**config.mk**
```make
export PLATFORM = sky130hd
export DESIGN_NAME = msb_interp
export DESIGN_NICKNAME = d
export VERILOG_FILES = /design/src/hdl/msb_pkg.sv /design/src/hdl/msb_interp.sv
export SDC_FILE = /design/constraint.sdc
export NUM_CORES = 2
export LEC_CHECK = 0
export ABC_AREA = 0
export BUFFER_PORTS_ARGS = -buffer_cell sky130_fd_sc_hd__buf_2
export CAP_MARGIN = 40
export CELL_PAD_IN_SITES_DETAIL_PLACEMENT = 0
export CELL_PAD_IN_SITES_GLOBAL_PLACEMENT = 1
export CORE_MARGIN = 3
export CORE_UTILIZATION = 40
export CTS_BUF_LIST = sky130_fd_sc_hd__clkbuf_4
export DETAILED_ROUTE_END_ITERATION = 16
export GPL_ROUTABILITY_DRIVEN = 0
export PLACE_DENSITY = 0.71
export SETUP_SLACK_MARGIN = 0.02
export SLEW_MARGIN = 20
export SYNTH_ARGS = -nofsm -noshare
export SYNTH_HDL_FRONTEND = slang
export SYNTH_SLANG_ARGS = --single-unit
```
**constraint.sdc**
```tcl
create_clock -name clock -period 7.17 [get_ports clock]
set_clock_uncertainty 0.2 [all_clocks]
set_input_delay 0.3585 -clock clock [delete_from_list [all_inputs] [get_ports clock]]
set_output_delay 0.3585 -clock clock [all_outputs]
set_load 0.03 [all_outputs]
```
**src/hdl/msb_pkg.sv**
```systemverilog
// Shared constants, command and register codes, and inter-module structs
// for the masked bilinear sampler. No dependencies.
package msb_pkg;

   // Image storage limits
   localparam int MAX_WIDTH  = 1024;
   localparam int MAX_HEIGHT = 1024;
   localparam int COL_W      = $clog2(MAX_WIDTH);
   localparam int ROW_W      = $clog2(MAX_HEIGHT);

   // Four parity banks: bank index is {row[0], col[0]}
   localparam int NUM_BANKS  = 4;
   localparam int BANK_SEL_W = 2;
   localparam int BANK_AW    = (COL_W - 1) + (ROW_W - 1);
   localparam int BANK_DEPTH = 1 << BANK_AW;

   // Field widths
   localparam int CMD_W     = 2;
   localparam int POS_W     = 10;
   localparam int PIX_W     = 8;
   localparam int SAMPLE_W  = 19;
   localparam int FRAC_W    = 8;
   localparam int DIM_W     = 11;
   localparam int CSR_IDX_W = 2;
   localparam int VALUE_W   = 16;

   // Derived arithmetic widths
   localparam int COORD_W    = SAMPLE_W + 1 - FRAC_W;
   localparam int HALF_PIXEL = 1 << (FRAC_W - 1);
   localparam int WEIGHT_W   = 2 * FRAC_W + 1;
   localparam int PROD_W     = PIX_W + WEIGHT_W;
   localparam int SUM_W      = PROD_W + 2;

   localparam logic [DIM_W-1:0] DIM_RESET = DIM_W'(1024);

   // Command codes
   localparam logic [CMD_W-1:0] CMD_PIXEL  = 2'd0;
   localparam logic [CMD_W-1:0] CMD_MARK   = 2'd1;
   localparam logic [CMD_W-1:0] CMD_SAMPLE = 2'd2;

   // Register indexes
   localparam logic [CSR_IDX_W-1:0] REG_WIDTH  = 2'd0;
   localparam logic [CSR_IDX_W-1:0] REG_HEIGHT = 2'd1;

   // Store write request
   typedef struct packed {
      logic                  en;
      logic                  is_label;
      logic [BANK_SEL_W-1:0] bank;
      logic [BANK_AW-1:0]    addr;
      logic [PIX_W-1:0]      pixel;
      logic                  mark;
   } msb_wr_type;

   // Store read addresses, one per bank
   typedef struct packed {
      logic [NUM_BANKS-1:0][BANK_AW-1:0] addr;
   } msb_rd_type;

   // Store read data, one word per bank
   typedef struct packed {
      logic [NUM_BANKS-1:0][PIX_W-1:0] pixel;
      logic [NUM_BANKS-1:0]            mark;
   } msb_rdata_type;

   // Stage enables for the interpolation pipeline
   typedef struct packed {
      logic load;
      logic addr;
      logic mult;
      logic sum;
   } msb_ctl_type;

endpackage

```
**src/hdl/msb_interp.sv**
```systemverilog
// Bilinear interpolation pipeline: neighbour addressing, weights, products, sum.
// Depends on msb_pkg; reads the parity banks in msb_store.
module msb_interp import msb_pkg::*; (
   input  logic                       clock,
   input  logic                       reset,
   input  msb_ctl_type                ctl,
   input  logic signed [SAMPLE_W-1:0] sample_x,
   input  logic signed [SAMPLE_W-1:0] sample_y,
   input  logic                       unlabeled_only,
   input  logic [DIM_W-1:0]           image_width,
   input  logic [DIM_W-1:0]           image_height,
   input  msb_rdata_type              rdata,
   output msb_rd_type                 rd,
   output logic                       rsp_valid,
   output logic [VALUE_W-1:0]         rsp_value
);

   function automatic logic coord_ok(logic [COORD_W-1:0] c, logic [DIM_W-1:0] dim,
                                     int maxv);
      return !c[COORD_W-1] && (32'(c) < 32'(dim)) && (32'(c) < 32'(maxv));
   endfunction

   logic [SAMPLE_W-1:0] x_ff, y_ff;
   logic                unl_ff;

   logic [SAMPLE_W:0]   u, v;
   logic [FRAC_W-1:0]   fx, fy;
   logic [FRAC_W:0]     gx, gy;
   logic [COORD_W-1:0]  c0, c1, r0, r1;
   logic                c0_ok, c1_ok, r0_ok, r1_ok;

   logic [NUM_BANKS-1:0][WEIGHT_W-1:0] w_in, w_ff;
   logic [NUM_BANKS-1:0]               ok_in, ok_ff;
   logic [BANK_SEL_W-1:0]              par_ff;

   logic [NUM_BANKS-1:0][PROD_W-1:0]   prod_in, prod_ff;
   logic [SUM_W-1:0]                   sum;
   logic [VALUE_W-1:0]                 value_ff;
   logic                               valid_ff;

   // Shift to pixel-centre space; floor cell index and fraction
   assign u  = (SAMPLE_W + 1)'({x_ff[SAMPLE_W-1], x_ff}) - (SAMPLE_W + 1)'(HALF_PIXEL);
   assign v  = (SAMPLE_W + 1)'({y_ff[SAMPLE_W-1], y_ff}) - (SAMPLE_W + 1)'(HALF_PIXEL);
   assign fx = u[FRAC_W-1:0];
   assign fy = v[FRAC_W-1:0];
   assign gx = (FRAC_W + 1)'(1 << FRAC_W) - {1'b0, fx};
   assign gy = (FRAC_W + 1)'(1 << FRAC_W) - {1'b0, fy};
   assign c0 = u[SAMPLE_W:FRAC_W];
   assign r0 = v[SAMPLE_W:FRAC_W];
   assign c1 = c0 + COORD_W'(1);
   assign r1 = r0 + COORD_W'(1);

   assign c0_ok = coord_ok(c0, image_width, MAX_WIDTH);
   assign c1_ok = coord_ok(c1, image_width, MAX_WIDTH);
   assign r0_ok = coord_ok(r0, image_height, MAX_HEIGHT);
   assign r1_ok = coord_ok(r1, image_height, MAX_HEIGHT);

   // Neighbour order: (r0,c0), (r0,c1), (r1,c0), (r1,c1)
   assign ok_in = {r1_ok & c1_ok, r1_ok & c0_ok, r0_ok & c1_ok, r0_ok & c0_ok};
   assign w_in[0] = WEIGHT_W'(gx) * WEIGHT_W'(gy);
   assign w_in[1] = WEIGHT_W'(fx) * WEIGHT_W'(gy);
   assign w_in[2] = WEIGHT_W'(gx) * WEIGHT_W'(fy);
   assign w_in[3] = WEIGHT_W'(fx) * WEIGHT_W'(fy);

   // Each bank gets the one of the two rows and columns with its parity
   always_comb begin
      logic [COORD_W-1:0] rsel, csel;
      logic [ROW_W-1:0]   rfull;
      logic [COL_W-1:0]   cfull;
      rd = '0;
      for (int b = 0; b < NUM_BANKS; b++) begin
         rsel  = (r0[0] == b[1]) ? r0 : r1;
         csel  = (c0[0] == b[0]) ? c0 : c1;
         rfull = ROW_W'(rsel);
         cfull = COL_W'(csel);
         rd.addr[b] = {rfull[ROW_W-1:1], cfull[COL_W-1:1]};
      end
   end

   // Route bank data back to neighbours, drop out-of-range and masked ones, weight
   always_comb begin
      logic [BANK_SEL_W-1:0] bank;
      logic [PIX_W-1:0]      pix;
      for (int n = 0; n < NUM_BANKS; n++) begin
         bank = par_ff ^ BANK_SEL_W'(n);
         pix  = rdata.pixel[bank];
         if (!ok_ff[n] || (unl_ff && rdata.mark[bank])) begin
            pix = '0;
         end
         prod_in[n] = PROD_W'(pix) * PROD_W'(w_ff[n]);
      end
   end

   assign sum = SUM_W'(prod_ff[0]) + SUM_W'(prod_ff[1])
              + SUM_W'(prod_ff[2]) + SUM_W'(prod_ff[3]);

   always_ff @(posedge clock) begin
      if (ctl.load) begin
         x_ff   <= sample_x;
         y_ff   <= sample_y;
         unl_ff <= unlabeled_only;
      end
      if (ctl.addr) begin
         w_ff   <= w_in;
         ok_ff  <= ok_in;
         par_ff <= {r0[0], c0[0]};
      end
      if (ctl.mult) begin
         prod_ff <= prod_in;
      end
      if (ctl.sum) begin
         value_ff <= sum[FRAC_W +: VALUE_W];
      end
   end

   always_ff @(posedge clock) begin
      if (reset) begin
         valid_ff <= 1'b0;
      end else begin
         valid_ff <= ctl.sum;
      end
   end

   assign rsp_valid = valid_ff;
   assign rsp_value = value_ff;

endmodule

```
==> flow_metrics.env <==
export IMPL_status="completed"
export IMPL_worstMarginPinSlew_ns=0.809
export IMPL_crit_fanout=36
export IMPL_io_buffers=191
export IMPL_gr_total_overflow=0
export IMPL_rsz0062_at_grt="false"
export IMPL_synth_compound_area_share_pct=5.33
export IMPL_syn_area_per_cell_um2=9.95
export IMPL_end_kind="register"
export IMPL_synthesis_area_um2=37400
export IMPL_fin_crit_ns=6.91
export IMPL_antenna_found_initial=9
export IMPL_synthSimpleGateAreaFrac_pct=17.2
export IMPL_clk_pin_slew_ns=0.07
export IMPL_slew_headroom_pct=44.7
export IMPL_io_pins=192
export IMPL_yosysUniqueCellTypes=80
export IMPL_yosysMostFrequentCell="inv_1"
export IMPL_cp_top_family="adder cells"
export IMPL_synth_top_area_cell="fa_1"
export IMPL_core_area_um2=92200
export IMPL_area_growth_pct=10.9
export IMPL_cts_tree="built"
export IMPL_hold_viol_final=0
export IMPL_power_total_uw=12900
export IMPL_grt_pass1_vias=27315
export IMPL_worstPathArrival_ns=7.32
export IMPL_cp_startpoint="par_ff[1]"
export IMPL_synth_fa_ha_area_share_pct=43.2
export IMPL_finalWirelength_um=97700
export IMPL_start_util_pct=40.6
export IMPL_ant_nets=0
export IMPL_synth_seq_cells=222
export IMPL_synthXorXnorAreaFrac_pct=5.45
export IMPL_cts_buffers_inserted=59
export IMPL_setup_tns_ns=0
export IMPL_multi_input_area_um2=27500
export IMPL_min_delay_start="image_width[7]"
export IMPL_die_area_um2=97300
export IMPL_hold_path_class="in -> reg"
export IMPL_seq_area_frac_synth_pct=17.8
export IMPL_grt_pass1_wl_um=156000
export IMPL_cp_required_ns=7.58
export IMPL_slew_viol_final=0
export IMPL_cts_sinks=222
export IMPL_root_buffer="clkbuf_4"
export IMPL_routed_via_count=26113
export IMPL_netlist_instances=3762
export IMPL_ir_drop_v=0.000377
export IMPL_crit_type="reg -> reg"
export IMPL_crit_chain="buf_12 > mux4_2 > nand2_1 > and3_1 > nand2_1 > fa_1 > fa_1 > inv_1 > fa_1 > inv_1 > fa_1 > inv_1 > ha_1 > a21o_1 > nand2_1 > and3_1 > or4b_1 > a41oi_1 > or4_1 > a31o_2 > o41a_1 > xnor2_1"
export IMPL_startpoint_type="register"
export IMPL_synth_top_cell_area_share_pct=30.2
export IMPL_post_cts_buffers=0
export IMPL_die_height_um=312
export IMPL_maxCapViolCount=0
export IMPL_synth_area_leaders="fa_1, edfxtp_1, ha_1"
export IMPL_drtIter0Drc=1356
export IMPL_synth_ff_type="edfxtp_1"
export IMPL_rows=111
export IMPL_die_w_um=312
export IMPL_fmax_mhz=145
export IMPL_grt_max_degree=52
export IMPL_fill_cells=9015
export IMPL_cp_common_cell="fa_1"
export IMPL_reg2reg_from="par_ff[1]"
export IMPL_synthesis_nets=4818
export IMPL_min_period_over_period_pct=96.3
export IMPL_synthMuxAreaShare_pct=2.17
export IMPL_max_stage_delay_ns=0.57
export IMPL_slowest_stage="fa_1"
export IMPL_setup_viol=0
export IMPL_leakagePower_uw=0.0206
export IMPL_max_clock_path_buffers=3
export IMPL_synthTopCellsByCount="inv_1, fa_1, and2_1, ha_1, nand2_1"
export IMPL_track_usage_pct=20.5
export IMPL_synth_top_family_by_area="adder cells"
export IMPL_dp_hpwl_um=81200
export IMPL_nNetsFinal=5078
export IMPL_async_flop_share_pct=0
export IMPL_wl_per_cell_um=18.4
export IMPL_yosysWarnings=0
export IMPL_synth_edf_count=221
export IMPL_p_per_area_nw_per_um2=312
export IMPL_critPathBufInv=4
export IMPL_drc=0
export IMPL_worst_skew_pair_late_latency_ns=0.91
export IMPL_dr_pass1_iters=7
export IMPL_layout_drive_gt1_share_pct=10.6
export IMPL_via_per_inst=4.91
export IMPL_register_area_um2=6660
export IMPL_h_tree_depth=2
==> cell families after synthesis <==
family,Yosys count
AND/OR/NAND/NOR,1183
multiplexers,36
AO/OA/AOI/OAI,298
buffers and inverters,845
adder cells (fa/ha/maj),953
flip-flops,222
XOR/XNOR,225
==> through the flow <==
step / util [%] / hold slack, ns / instances / instance area (µm²) / setup slack [ns]
2_1_floorplan: - / 0.230 / 3762 / 37400 / 0.300
3_3_place_gp: 43.1 / 0.318 / 5115 / 39800 / 0.457
3_5_place_dp: 43.2 / 0.326 / 5118 / 39800 / 0.394
4_1_cts: 45.0 / 0.00251 / 5314 / 41500 / 0.354
5_1_grt: 45.0 / 0.0760 / 5316 / 41500 / 0.0313
6_report: 45.0 / 0.123 / 5321 / 41500 / 0.262
==> per-layer routing <==
metal | track usage [%] | share of wire, %
met3 | 4.36 | 7.3
met5 | 0 | 0.026
met1 | 28.5 | 45
met4 | 5.20 | 2.4
met2 | 32.7 | 45
==> power by group <==
group	total (µW)	leakage (µW)	internal, µW	switching (µW)
sequential	2990	0.00223	2330	662
combinational	8730	0.0179	3750	4980
clock	1210	0.000465	613	601
==> final timing paths <==
check	endpoint	slack [ns]	cells past startpoint
min reg2reg	ok_ff[2]	0.73	3
min	ok_ff[2]	0.12	6
max reg2reg	prod_ff[23]	0.26	22
max	prod_ff[23]	0.26	22
==> tightest hold or removal path: stages <==
cell and delay [ns]:
buf_2 0.08, inv_1 0.06, ha_1 0.29, nand4_1 0.08, o21a_1 0.12, and2_1 0.12
==> layout make-up <==
cell class	instances	share of cell area, %
well taps	1243	3.75
diodes	7	0.0422
clock inverters	34	0.542
multi-input cells	2695	66.1
clock buffers	76	1.37
inverters	691	6.25
repair buffers	353	5.90
flip-flops and latches	222	16.0
==> registers in the layout (all words and copies together) (netlist names) <==
signal and cells:
rsp_value 16, unl_ff 1, y_ff 19, ok_ff 4
w_ff 64, x_ff 19, prod_ff 96, par_ff 2
rsp_valid 1
==> layout by cell type (no fill, tap or decap), types with 11 or more instances in the layout <==
master and n:
fa_1 565, o21ai_0 48, nor2b_1 27, mux4_2 36, clkbuf_4 76, and2_1 537
buf_2 189, dlygate4sd3_1 86, inv_1 690, xnor2_1 167, nand2_1 304, nand3_1 28
buf_4 74, nor4_1 11, nor3_1 44, and3_1 39, a21o_1 43, xor2_1 52
ha_1 388, o21a_1 36, edfxtp_1 221, nand2b_1 24, a21oi_1 80, clkinv_1 21
nor2_1 107
==> what timing repair did <==
action                                  in CTS  in global routing
resized for setup                            0                  2
hold buffers                                86                  0
hold endpoints to repair                   212                  0
endpoints found under the setup margin       0                  2
Note: power is estimated with default switching activity, not from simulation.
